File: config.mk
export PLATFORM = sky130hd
export DESIGN_NAME = vector_normalize_isqrt
export DESIGN_NICKNAME = d
export VERILOG_FILES = /design/src/rtl/core/vnis_pkg.sv /design/src/rtl/core/vnis_div.sv /design/src/rtl/core/vnis_dp.sv /design/src/rtl/core/vnis_ctrl.sv /design/src/rtl/core/vector_normalize_isqrt.sv
export SDC_FILE = /design/constraint.sdc
export NUM_CORES = 1
export LEC_CHECK = 0
export ABC_CLOCK_PERIOD_IN_PS = 20100
export BUFFER_PORTS_ARGS = -buffer_cell sky130_fd_sc_hd__buf_2
export CORE_UTILIZATION = 47
export DETAILED_ROUTE_END_ITERATION = 12
export GPL_TIMING_DRIVEN = 0
export SYNTH_ARGS = -nofsm -noshare
export SYNTH_HDL_FRONTEND = slang
export SYNTH_SLANG_ARGS = --single-unit
File: constraint.sdc
create_clock -name clk -period 20.1 [get_ports clk]
set_input_delay 1.005 -clock clk [delete_from_list [all_inputs] [get_ports clk]]
set_output_delay 1.005 -clock clk [all_outputs]
set_load 0.01 [all_outputs]
File: src/rtl/core/vnis_pkg.sv
// shared types and constants for the vector normalize / square root block
package vnis_pkg;

  localparam int FRAC_BITS_DEF = 12;
  localparam int OP_W          = 2;
  localparam int COMP_W        = 15;
  localparam int RAD_W         = 32;
  localparam int NORM_W        = 14;
  localparam int SCALAR_W      = 30;
  localparam int DIV_W         = 32;  // divider operand width
  localparam int CNT_W         = 6;   // divider bit counter

  typedef enum logic [OP_W-1:0] {
    OP_NORM  = 2'd0,
    OP_ISQRT = 2'd1,
    OP_SQRT  = 2'd2,
    OP_NONE  = 2'd3
  } opcode_t;

  typedef enum logic [3:0] {
    ST_IDLE,
    ST_SQ,
    ST_NEWTON_DIV,
    ST_NEWTON_WAIT,
    ST_NEWTON_UPD,
    ST_COMP_DIV,
    ST_COMP_WAIT,
    ST_COMP_STORE,
    ST_DONE
  } state_t;

  // controller to datapath
  typedef struct packed {
    logic load;        // capture input item
    logic sq_step;     // accumulate one squared component
    logic newton_init; // seed r with the operand
    logic newton_div;  // start a / r
    logic newton_upd;  // form next r
    logic comp_div;    // start component divide
    logic comp_store;  // store component quotient
    logic [1:0] comp_sel;
    logic out_load;    // move result to output register
  } ctrl_t;

  // datapath to controller
  typedef struct packed {
    logic div_done;
    logic newton_stop; // next r not smaller than r
    logic root_zero;   // operand not positive or root zero
    logic sq_last;
    logic is_norm;
  } stat_t;

endpackage

File: src/rtl/core/vnis_div.sv
// restoring divider, one quotient bit per cycle
module vnis_div
  import vnis_pkg::*;
(
  input  logic             clk,
  input  logic             rst_n,
  input  logic             start,
  input  logic [DIV_W-1:0] dividend,
  input  logic [DIV_W-1:0] divisor,
  output logic             done,
  output logic [DIV_W-1:0] quotient
);

  logic [DIV_W-1:0] rem_r, rem_nxt;
  logic [DIV_W-1:0] quo_r, quo_nxt;
  logic [DIV_W-1:0] dsr_r, dsr_nxt;
  logic [CNT_W-1:0] cnt_r, cnt_nxt;
  logic             busy_r, busy_nxt;
  logic             done_r, done_nxt;
  logic [DIV_W:0]   trial;

  always_comb begin
    rem_nxt  = rem_r;
    quo_nxt  = quo_r;
    dsr_nxt  = dsr_r;
    cnt_nxt  = cnt_r;
    busy_nxt = busy_r;
    done_nxt = 1'b0;
    trial    = {rem_r, quo_r[DIV_W-1]} - {1'b0, dsr_r};
    if (start) begin
      rem_nxt  = '0;
      quo_nxt  = dividend;
      dsr_nxt  = divisor;
      cnt_nxt  = CNT_W'(DIV_W);
      busy_nxt = 1'b1;
    end else if (busy_r) begin
      if (trial[DIV_W]) begin
        rem_nxt = {rem_r[DIV_W-2:0], quo_r[DIV_W-1]};
        quo_nxt = {quo_r[DIV_W-2:0], 1'b0};
      end else begin
        rem_nxt = trial[DIV_W-1:0];
        quo_nxt = {quo_r[DIV_W-2:0], 1'b1};
      end
      cnt_nxt = cnt_r - 1'b1;
      if (cnt_r == CNT_W'(1)) begin
        busy_nxt = 1'b0;
        done_nxt = 1'b1;
      end
    end
  end

  always_ff @(posedge clk) begin
    if (!rst_n) begin
      busy_r <= 1'b0;
      done_r <= 1'b0;
      cnt_r  <= '0;
    end else begin
      busy_r <= busy_nxt;
      done_r <= done_nxt;
      cnt_r  <= cnt_nxt;
    end
    rem_r <= rem_nxt;
    quo_r <= quo_nxt;
    dsr_r <= dsr_nxt;
  end

  assign done     = done_r;
  assign quotient = quo_r;

endmodule

File: src/rtl/core/vnis_dp.sv
// datapath: squared length, newton root and component scaling
module vnis_dp
  import vnis_pkg::*;
#(
  parameter int FRAC_BITS = FRAC_BITS_DEF
) (
  input  logic                     clk,
  input  logic                     rst_n,
  input  ctrl_t                    ctrl,
  output stat_t                    stat,
  input  logic [OP_W-1:0]          in_opcode,
  input  logic signed [COMP_W-1:0] in_x,
  input  logic signed [COMP_W-1:0] in_y,
  input  logic signed [COMP_W-1:0] in_z,
  input  logic signed [RAD_W-1:0]  in_rad,
  output logic [NORM_W-1:0]        res_x,
  output logic [NORM_W-1:0]        res_y,
  output logic [NORM_W-1:0]        res_z,
  output logic [SCALAR_W-1:0]      res_scalar
);

  localparam int SQ_W = 2 * COMP_W + 1;

  opcode_t                    op_r;
  logic signed [COMP_W-1:0]   comp_r [3];
  logic [1:0]                 sq_idx_r;
  logic [SQ_W-1:0]            sq_r;
  logic [DIV_W-1:0]           opnd_r;   // newton operand a
  logic [DIV_W-1:0]           root_r;
  logic [DIV_W:0]             nxt_root;
  logic [NORM_W-1:0]          norm_r [3];
  logic [NORM_W-1:0]          ox_r, oy_r, oz_r;
  logic [SCALAR_W-1:0]        osc_r;
  logic                       div_start;
  logic [DIV_W-1:0]           div_a, div_b, div_q;
  logic                       div_done;
  logic signed [COMP_W-1:0]   cur_comp;
  logic [COMP_W-1:0]          comp_mag;
  logic signed [RAD_W-1:0]    rad_q;
  logic signed [RAD_W-1:0]    rad_r;
  logic signed [2*COMP_W-1:0] prod;
  logic [DIV_W-1:0]           quo_neg;
  logic [SCALAR_W-1:0]        scal_nxt;

  vnis_div u_div (
    .clk      (clk),
    .rst_n    (rst_n),
    .start    (div_start),
    .dividend (div_a),
    .divisor  (div_b),
    .done     (div_done),
    .quotient (div_q)
  );

  assign cur_comp = comp_r[ctrl.comp_sel];
  assign comp_mag = cur_comp[COMP_W-1] ? COMP_W'(-cur_comp) : COMP_W'(cur_comp);
  assign div_start = ctrl.newton_div | ctrl.comp_div;
  assign div_a = ctrl.comp_div ? (DIV_W'(comp_mag) << FRAC_BITS) : opnd_r;
  assign div_b = root_r;
  assign nxt_root = ({1'b0, root_r} + {1'b0, div_q}) >> 1;
  assign prod = cur_comp * cur_comp;
  // truncating divide by a power of two: bias negatives before shifting
  assign rad_q = (rad_r + (rad_r[RAD_W-1] ? RAD_W'((1 << FRAC_BITS) - 1) : RAD_W'(0)))
                 >>> FRAC_BITS;
  assign quo_neg = cur_comp[COMP_W-1] ? DIV_W'(-div_q) : div_q;

  always_ff @(posedge clk) begin
    if (ctrl.load) begin
      op_r     <= opcode_t'(in_opcode);
      comp_r[0] <= in_x;
      comp_r[1] <= in_y;
      comp_r[2] <= in_z;
      rad_r    <= in_rad;
      sq_r     <= '0;
      norm_r[0] <= '0;
      norm_r[1] <= '0;
      norm_r[2] <= '0;
    end
    if (ctrl.sq_step) sq_r <= sq_r + SQ_W'(unsigned'(prod));
    if (ctrl.newton_init) begin
      if (op_r == OP_NORM) opnd_r <= DIV_W'(sq_r);
      else if (op_r == OP_SQRT) opnd_r <= rad_q[RAD_W-1] ? '0 : DIV_W'(rad_q);
      else if (op_r == OP_ISQRT) opnd_r <= rad_r[RAD_W-1] ? '0 : DIV_W'(rad_r);
      else opnd_r <= '0;
      if (op_r == OP_NORM) root_r <= DIV_W'(sq_r);
      else if (op_r == OP_SQRT) root_r <= rad_q[RAD_W-1] ? '0 : DIV_W'(rad_q);
      else if (op_r == OP_ISQRT) root_r <= rad_r[RAD_W-1] ? '0 : DIV_W'(rad_r);
      else root_r <= '0;
    end
    if (ctrl.newton_upd) root_r <= nxt_root[DIV_W-1:0];
    if (ctrl.comp_store) norm_r[ctrl.comp_sel] <= quo_neg[NORM_W-1:0];
    if (ctrl.out_load) begin
      ox_r  <= norm_r[0];
      oy_r  <= norm_r[1];
      oz_r  <= norm_r[2];
      osc_r <= scal_nxt;
    end
  end

  always_ff @(posedge clk) begin
    if (!rst_n) sq_idx_r <= '0;
    else if (ctrl.load) sq_idx_r <= '0;
    else if (ctrl.sq_step) sq_idx_r <= sq_idx_r + 1'b1;
  end

  always_comb begin
    unique case (op_r)
      OP_NORM:  scal_nxt = SCALAR_W'(sq_r);
      OP_ISQRT: scal_nxt = SCALAR_W'(root_r);
      OP_SQRT:  scal_nxt = SCALAR_W'(root_r << FRAC_BITS);
      default:  scal_nxt = '0;
    endcase
  end

  assign stat.div_done    = div_done;
  assign stat.newton_stop = nxt_root >= {1'b0, root_r};
  assign stat.root_zero   = root_r == '0;
  assign stat.sq_last     = sq_idx_r == 2'd2;
  assign stat.is_norm     = op_r == OP_NORM;

  assign res_x      = ox_r;
  assign res_y      = oy_r;
  assign res_z      = oz_r;
  assign res_scalar = osc_r;

endmodule

File: src/rtl/core/vnis_ctrl.sv
// controller state machine sequencing the shared divider
module vnis_ctrl
  import vnis_pkg::*;
(
  input  logic  clk,
  input  logic  rst_n,
  input  logic  in_fire,
  input  logic  out_free,  // output register empty or being drained
  output logic  busy,
  output logic  out_set,
  output ctrl_t ctrl,
  input  stat_t stat
);

  state_t     state_r, state_nxt;
  logic [1:0] sel_r, sel_nxt;

  always_ff @(posedge clk) begin
    if (!rst_n) begin
      state_r <= ST_IDLE;
      sel_r   <= '0;
    end else begin
      state_r <= state_nxt;
      sel_r   <= sel_nxt;
    end
  end

  always_comb begin
    state_nxt = state_r;
    sel_nxt   = sel_r;
    ctrl      = '0;
    ctrl.comp_sel = sel_r;
    out_set   = 1'b0;
    unique case (state_r)
      ST_IDLE: begin
        if (in_fire) begin
          ctrl.load = 1'b1;
          sel_nxt   = '0;
          state_nxt = ST_SQ;
        end
      end
      ST_SQ: begin
        if (stat.is_norm) begin
          ctrl.sq_step = 1'b1;
          sel_nxt = sel_r + 1'b1;
          if (stat.sq_last) state_nxt = ST_NEWTON_DIV;
        end else begin
          state_nxt = ST_NEWTON_DIV;
        end
        if (stat.sq_last || !stat.is_norm) ctrl.newton_init = 1'b0;
      end
      ST_NEWTON_DIV: begin
        // entered once: seeds r; updates loop back to the wait state
        ctrl.newton_init = 1'b1;
        state_nxt = ST_NEWTON_WAIT;
      end
      ST_NEWTON_WAIT: begin
        if (stat.root_zero) begin
          sel_nxt = '0;
          state_nxt = ST_DONE;
        end else begin
          ctrl.newton_div = 1'b1;
          state_nxt = ST_NEWTON_UPD;
        end
      end
      ST_NEWTON_UPD: begin
        if (stat.div_done) begin
          if (stat.newton_stop) begin
            sel_nxt   = '0;
            state_nxt = stat.is_norm ? ST_COMP_DIV : ST_DONE;
          end else begin
            ctrl.newton_upd = 1'b1;
            state_nxt = ST_NEWTON_WAIT;
          end
        end
      end
      ST_COMP_DIV: begin
        ctrl.comp_div = 1'b1;
        state_nxt = ST_COMP_WAIT;
      end
      ST_COMP_WAIT: begin
        if (stat.div_done) state_nxt = ST_COMP_STORE;
      end
      ST_COMP_STORE: begin
        ctrl.comp_store = 1'b1;
        sel_nxt = sel_r + 1'b1;
        state_nxt = (sel_r == 2'd2) ? ST_DONE : ST_COMP_DIV;
      end
      ST_DONE: begin
        if (out_free) begin
          ctrl.out_load = 1'b1;
          out_set   = 1'b1;
          state_nxt = ST_IDLE;
        end
      end
      default: state_nxt = ST_IDLE;
    endcase
  end

  assign busy = state_r != ST_IDLE;

endmodule

File: src/rtl/core/vector_normalize_isqrt.sv
// top level: vector normalize and newton square root block
// One item is worked at a time. Opcode 0 first sums the squared
// components for the length, then runs the newton square root on the shared
// restoring divider, one divide an iteration, then three component divides.
// Opcodes 1 and 2 run only the root. The result sits in an output register
// so the next item is accepted while it waits to be taken.
module vector_normalize_isqrt
  import vnis_pkg::*;
#(
  parameter int FRAC_BITS = FRAC_BITS_DEF
) (
  input  logic         clk,
  input  logic         rst_n,
  input  logic         in_tvalid,
  output logic         in_tready,
  // opcode[1:0], vec_x[16:2], vec_y[31:17], vec_z[46:32], radicand[78:47], zero fill
  input  logic [79:0]  in_tdata,
  output logic         out_tvalid,
  input  logic         out_tready,
  // norm_x[13:0], norm_y[27:14], norm_z[41:28], scalar_value[71:42]
  output logic [71:0]  out_tdata
);

  ctrl_t               ctrl;
  stat_t               stat;
  logic                busy;
  logic                out_set;
  logic                in_fire;
  logic                out_valid_r;
  logic                out_free;
  logic [NORM_W-1:0]   rx, ry, rz;
  logic [SCALAR_W-1:0] rs;

  assign in_tready = !busy;
  assign in_fire   = in_tvalid && in_tready;
  // output register frees when drained this cycle
  assign out_free  = !out_valid_r || out_tready;

  vnis_ctrl u_ctrl (
    .clk      (clk),
    .rst_n    (rst_n),
    .in_fire  (in_fire),
    .out_free (out_free),
    .busy     (busy),
    .out_set  (out_set),
    .ctrl     (ctrl),
    .stat     (stat)
  );

  vnis_dp #(.FRAC_BITS(FRAC_BITS)) u_dp (
    .clk        (clk),
    .rst_n      (rst_n),
    .ctrl       (ctrl),
    .stat       (stat),
    .in_opcode  (in_tdata[1:0]),
    .in_x       (in_tdata[16:2]),
    .in_y       (in_tdata[31:17]),
    .in_z       (in_tdata[46:32]),
    .in_rad     (in_tdata[78:47]),
    .res_x      (rx),
    .res_y      (ry),
    .res_z      (rz),
    .res_scalar (rs)
  );

  // result valid flag
  always_ff @(posedge clk) begin
    if (!rst_n) out_valid_r <= 1'b0;
    else if (out_set) out_valid_r <= 1'b1;
    else if (out_tready) out_valid_r <= 1'b0;
  end

  assign out_tvalid = out_valid_r;
  assign out_tdata  = {rs, rz, ry, rx};

  // a new result only lands when the register is free
  a_no_overwrite: assert property (@(posedge clk) disable iff (!rst_n)
    out_set |-> (!out_valid_r || out_tready))
    else $error("result overwritten before transfer");

  // an accepted input transfer puts the item in work
  a_one_item: assert property (@(posedge clk) disable iff (!rst_n)
    in_fire |=> busy)
    else $error("accepted item not in work");

  // a result is produced only by a busy controller
  a_set_busy: assert property (@(posedge clk) disable iff (!rst_n)
    out_set |-> busy)
    else $error("result without item");

endmodule
==> Word-level counts from Yosys, hierarchy flattened <==
Memories as Yosys holds them, arrays and structs flattened. A register that Yosys moved wholly into a read port is not among the register bits.
Index checks and enable logic that the tools add are counted.
{ "word_totals": {"n_memories": 2, "elab_cells": 139, "out_inout_bits": 74, "input_bits": 84, "reg_bits": 272, "mem_bits_rw": 87} }
{ "classes": {"mux": 66, "bitwise": 3, "n_lt_le_gt_ge": 1, "n_mul": 1, "n_reduce_logical": 19, "add_sub_neg": 9, "n_eq_ne": 21} }
{ "memory_table": {"columns": ["memory", "words", "word_bits", "rd", "rd_ports_with_merged_regs", "wr", "line_no", "rtl"], "rows": [
  ["u_dp.comp_r", 3, 15, 1, 1, 3, "vnis_dp.sv:25", "logic signed [COMP_W-1:0] comp_r [3];"],
  ["u_dp.norm_r", 3, 14, 3, 3, 3, "vnis_dp.sv:31", "logic [NORM_W-1:0] norm_r [3];"]
]} }
{ "op_table": {"columns": ["cell", "count"], "rows": [
  ["2-to-1 mux 32 bit", 9],
  ["2-to-1 mux 31 bit", 3],
  ["case mux 30 bit (3 select lines)", 1],
  ["2-to-1 mux 4 bit", 10],
  ["case mux 4 bit (9 select lines)", 1],
  ["adder 32 x 32 -> 33 bit", 1],
  ["subtractor 33 x 32 -> 33 bit", 1],
  ["adder 32 bit", 1],
  [">= comparator 32 bit", 1],
  ["logical NOT 32 bit", 1],
  ["adder 31 x 30 -> 31 bit", 1],
  ["multiplier 15 x 15 -> 30 bit", 1],
  ["2-to-1 mux 14 bit", 2],
  ["2-to-1 mux 1 bit", 26],
  ["2-to-1 mux 19 bit", 1],
  ["== test 4 x 3 -> 1 bit, second input constant", 4],
  ["2-to-1 mux 2 bit", 8],
  ["2-to-1 mux 15 bit", 1],
  ["negator 15 bit", 1],
  ["negator 14 bit", 1],
  ["OR reduction 14 bit", 1],
  ["2-to-1 mux 12 bit", 1],
  ["2-to-1 mux 6 bit", 2],
  ["case mux 2 bit (5 select lines)", 1],
  ["25 further kinds", 40]
]} }

==> Logic depth before layout (Yosys ltp) <==
{ "depth": {"depth_word": 8, "ltp_mapped": 40, "depth_no_buf": 37} }

==> Cells and area by module <==
Synthesis repeated with hierarchy kept, for this count alone.
{ "unflattened": {"hier_cells": 2907, "area_unflattened_um2": 30488.0} }
{ "modules_own_cells": {"columns": ["module", "cells_each", "area_per_inst_um2", "seq_area_each_um2", "instances"], "rows": [
  ["vnis_dp", 2196, 23612.6, 8658.3, 1],
  ["vnis_div", 628, 6238.5, 2722.6, 1],
  ["vnis_ctrl", 77, 578.1, 120.1, 1],
  ["vector_normalize_isqrt", 6, 58.8, 20.0, 1]
]} }

==> Least setup slack after synthesis <==
No wires, ideal clock.
{ "synth_timing": {"path_type": "register -> register", "startpoint": "reg (tool-made name)", "endpoint": "reg u_dp.sq_r[30], data pin", "path_buffers": 5, "setup_slack_ps": 10983, "period_less_slack_ps": 9117, "arrival_time_ps": 8859, "path_stages_with_launch": 38, "setup_ps": 257, "t_required_ps": 19843, "cell_sequence": "dfxtp_1 -> clkbuf_1 -> buf_2 -> mux2i_1 -> o21a_1 -> clkbuf_1 -> clkbuf_1 -> buf_1 -> nor2_1 -> fa_1 -> inv_1 -> fa_1 -> inv_1 -> fa_1 -> fa_1 -> fa_1 -> inv_1 -> fa_1 -> [2 not listed] -> and3_1 -> nand3_1 -> o31ai_1 -> a21o_1 -> a21oi_1 -> xnor2_1 -> ha_1 -> nand3_1 -> o21bai_1 -> o21ai_0 -> a21o_1 -> a2111oi_2 -> or3_2 -> nor2_1 -> o31a_1 -> o41ai_2 -> o21a_1 -> mux2i_1"} }
{ "synth_rtl": {"columns": ["item", "line_no", "rtl"], "rows": [
  ["to (signal assigned)", "vnis_dp.sv:79", "if (ctrl.sq_step) sq_r <= sq_r + SQ_W'(unsigned'(prod));"],
  ["to (decl)", "vnis_dp.sv:27", "logic [SQ_W-1:0] sq_r;"]
]} }

==> summary.md <==
| Metric | Value |
|---|---|
| Post-CTS Setup Inserts | `0` |
| Sequential element share of the synthesized area | `39.0%` |
| TritonCTS Sinks | `402` |
| Root Driver | `clkbuf_16` |
| Hold endpoint | `out_tdata[5]$_DFFE_PP_` |
| Cells on worst reg2reg path | `37` |
| Most frequent cells in the layout | `402 x inv_1, 351 x edfxtp_1, 259 x nor2_1` |
| Syn nets | `3412` |
| Post-synth EDFFs | `351` |
| Most used cell, CP | `fa_1` |
| Vias/cell | `5.48` |
| Worst-Margin Slew | `1170 ps` |
| Post-cts hold buffer count | `0` |
| Hold path depth | `0` |
| Syn_area_per_cell | `10.3 sq um` |
| GR Overflow Total | `0` |
| Layout cells sized above 1 | `9.50%` |
| Vias in the first global route | `22300` |
| Max-cap violations | `0` |
| Worst-skew pair later-pin latency | `610 ps` |
| Post-route DRC violation count | `0` |
| Post-synth top flop | `edfxtp_1` |
| Worst path top cell family by delay | `adder cells` |
| Largest net degree at the start of global routing | `49` |
| Cells after Synth | `2884` |
| FF/Latch Area | `0.0116 sq mm` |
| WP depth | `37` |
| Worst EP arrival | `11430 ps` |
| Outcome | `finished clean` |
| Total global-route track usage | `25.2%` |
| CP max-delay cell | `clkbuf_1` |
| Core area | `0.0619 sq mm` |
| H-tree depth | `2` |
| Crit start category | `flop` |
| Initial antenna violation count | `0` |
| Post-Route Setup TNS | `0 ps` |
| Die X | `253 microns` |
| Initial DRC Count | `1499` |
| IO Port Bufs | `156` |
| Distinct cells, synth | `78` |
| Antenna cell count | `0` |
| Initial core utilization | `47.8%` |
| Asr flop ratio synth | `0%` |
| Total number of vias | `21800` |
| FF-to-FF setup slack | `9010 ps` |
| Post-synthesis register bit count | `402` |
| Yosys synthesis warning count | `0` |
| Worst Path Buf+Inv | `9` |
| Final ANT Viol Nets | `0` |
| Slew headroom | `21.6%` |
| Dominant cells by area after synthesis | `edfxtp_1 36%, fa_1 14%, ha_1 10%, inv_1 5.1%, dfxtp_1 3.4%` |
| Most common cell after layout, fill and taps aside | `inv_1` |
| First-pass GRT wire length | `124000 microns` |
| Worst Hold Launch | `u_dp.norm_r[0][5]$_SDFFCE_PN0P_` |
| Clock transition at path regs | `60 ps` |
| Clock skew | `30.9 ps` |
| CP max stage delay | `700 ps` |
| Clock Path Buffers | `3` |
| Fin crit period | `11090 ps` |
| # nets final | `3625` |
| WP data required | `20440 ps` |
| Cell taking the most area after synthesis | `edfxtp_1` |
| First-pass iteration count of the detailed router | `5` |
| Clock buffer count from CTS | `47` |
| CTS tree | `done` |
| Final Hold Fails | `0` |
| Dpl hpwl | `63800 microns` |
| Crit-path max FO | `10` |
| R2r endpoint | `u_dp.sq_r[30]$_SDFFCE_PN0P_` |
| Routed WL per cell | `20.1 microns` |
| Fin. max-slew vios | `0` |
| Row cnt | `91` |
| Final setup fails | `0` |
| RSZ-0062 raised after global routing | `false` |
| Worst min path class | `reg2reg` |
| Area of the multi-input gates | `0.0162 sq mm` |
| Cts repair resizes | `0` |
| Routability Congestion | `0.966` |
| Post-Syn Area | `0.0296 sq mm` |
| Area Growth Syn to Fin | `12.2%` |
| Yosys top cell area share | `35.6%` |
| WL final | `79800 microns` |
| Die Height | `253 microns` |
| Fill cells | `5544` |
| I/O Pins | `158` |
| Die footprint | `0.0640 sq mm` |
| Fin crit share | `55.2%` |
| Fmax | `0.0902 GHz` |
| Nature of the critical path endpoint | `flop` |
| Setup CP Type | `reg2reg` |
-- kinds of logic after synthesis --
family,Yosys count,synth area share [%]
buf+inv,501,6.38
compound gates,558,11.9
xor+xnor,158,4.72
simple gates,739,11.2
mux,82,2.90
fa+ha+maj,444,23.9
flops,402,39.0
-- area by class of cell --
class,instances,area share [%]
sequential,402,34.8
multi-input combinational,1981,48.7
buffer,91,1.05
clock inverter,37,1.31
inverter,410,4.64
tap,837,3.15
clock buffer,51,3.59
timing repair buffer,164,2.71
-- state kept, by name, summed over array words and instances (netlist names), 2 cells and up, named ones only --
name and cells:
u_ctrl.sel_r 2, u_dp.rad_r 32, u_dp.u_div.quotient 32, u_dp.norm_r 42, u_dp.div_b 32, u_dp.sq_r 31
u_dp.u_div.rem_r 32, u_dp.opnd_r 31, u_dp.op_r 2, u_dp.u_div.cnt_r 6, u_dp.u_div.dsr_r 32, u_ctrl.state_r 4
u_dp.sq_idx_r 2, u_dp.res_scalar 30, u_dp.comp_r 45, out_tdata 42
-- per-layer routing --
layer / GRT usage (%) / wire length [microns]
met5: 0 / 0
met4: 10.3 / 3320
met3: 3.11 / 3860
met2: 45.0 / 40000
met1: 30.8 / 32600
-- worst max-delay path by stage --
stage	to	slack, ps
after floorplan	u_dp.sq_r[30]$_SDFFCE_PN0P_	10980
after global placement	u_dp.sq_r[30]$_SDFFCE_PN0P_	9150
after detailed placement	u_dp.sq_r[30]$_SDFFCE_PN0P_	9040
after CTS	u_dp.sq_r[30]$_SDFFCE_PN0P_	9000
after global routing	u_dp.sq_r[30]$_SDFFCE_PN0P_	8470
final	u_dp.sq_r[30]$_SDFFCE_PN0P_	9010
-- synthesized netlist by cell type (6+ instances only) --
| cell | instances |
|---|---|
| fa_1 | 202 |
| a211o_1 | 6 |
| edfxtp_1 | 351 |
| mux2_2 | 29 |
| o21bai_1 | 19 |
| o22ai_1 | 9 |
| xnor2_1 | 105 |
| clkbuf_1 | 76 |
| clkinv_1 | 6 |
| nor2b_1 | 22 |
| a31oi_1 | 24 |
| xor2_1 | 51 |
| o21a_1 | 28 |
| nor4_1 | 13 |
| a21o_1 | 48 |
| mux2i_1 | 51 |
| or3_1 | 9 |
| a21oi_1 | 184 |
| ha_1 | 242 |
| a211oi_1 | 27 |
| buf_2 | 6 |
| and2_1 | 10 |
| nand2b_1 | 30 |
| buf_1 | 9 |
| nand3_1 | 47 |
| dfxtp_1 | 51 |
| o21ai_0 | 99 |
| nor3_1 | 36 |
| and3_1 | 21 |
| a22oi_1 | 9 |
| o21ai_1 | 19 |
| nand4_1 | 20 |
| o211ai_1 | 9 |
| nand2_1 | 248 |
| o31ai_1 | 9 |
| a22o_1 | 13 |
| inv_1 | 403 |
| nor2_1 | 259 |
-- stage by stage --
stage          hold WS (ps)  util [%]  std cells  area (sq um)  worst slack [ps]
2_1_floorplan           400         -       2884         29600             10980
3_3_place_gp            400      50.8       3877         31400              9150
3_5_place_dp            407      51.0       3884         31600              9040
4_1_cts                 422      53.6       3972         33200              9000
5_1_grt                 425      53.6       3973         33200              8470
6_report                421      53.6       3973         33200              9010
Power is not shown: default switching activity piles up to over one toggle a cycle in this logic, so the estimate is an artifact.
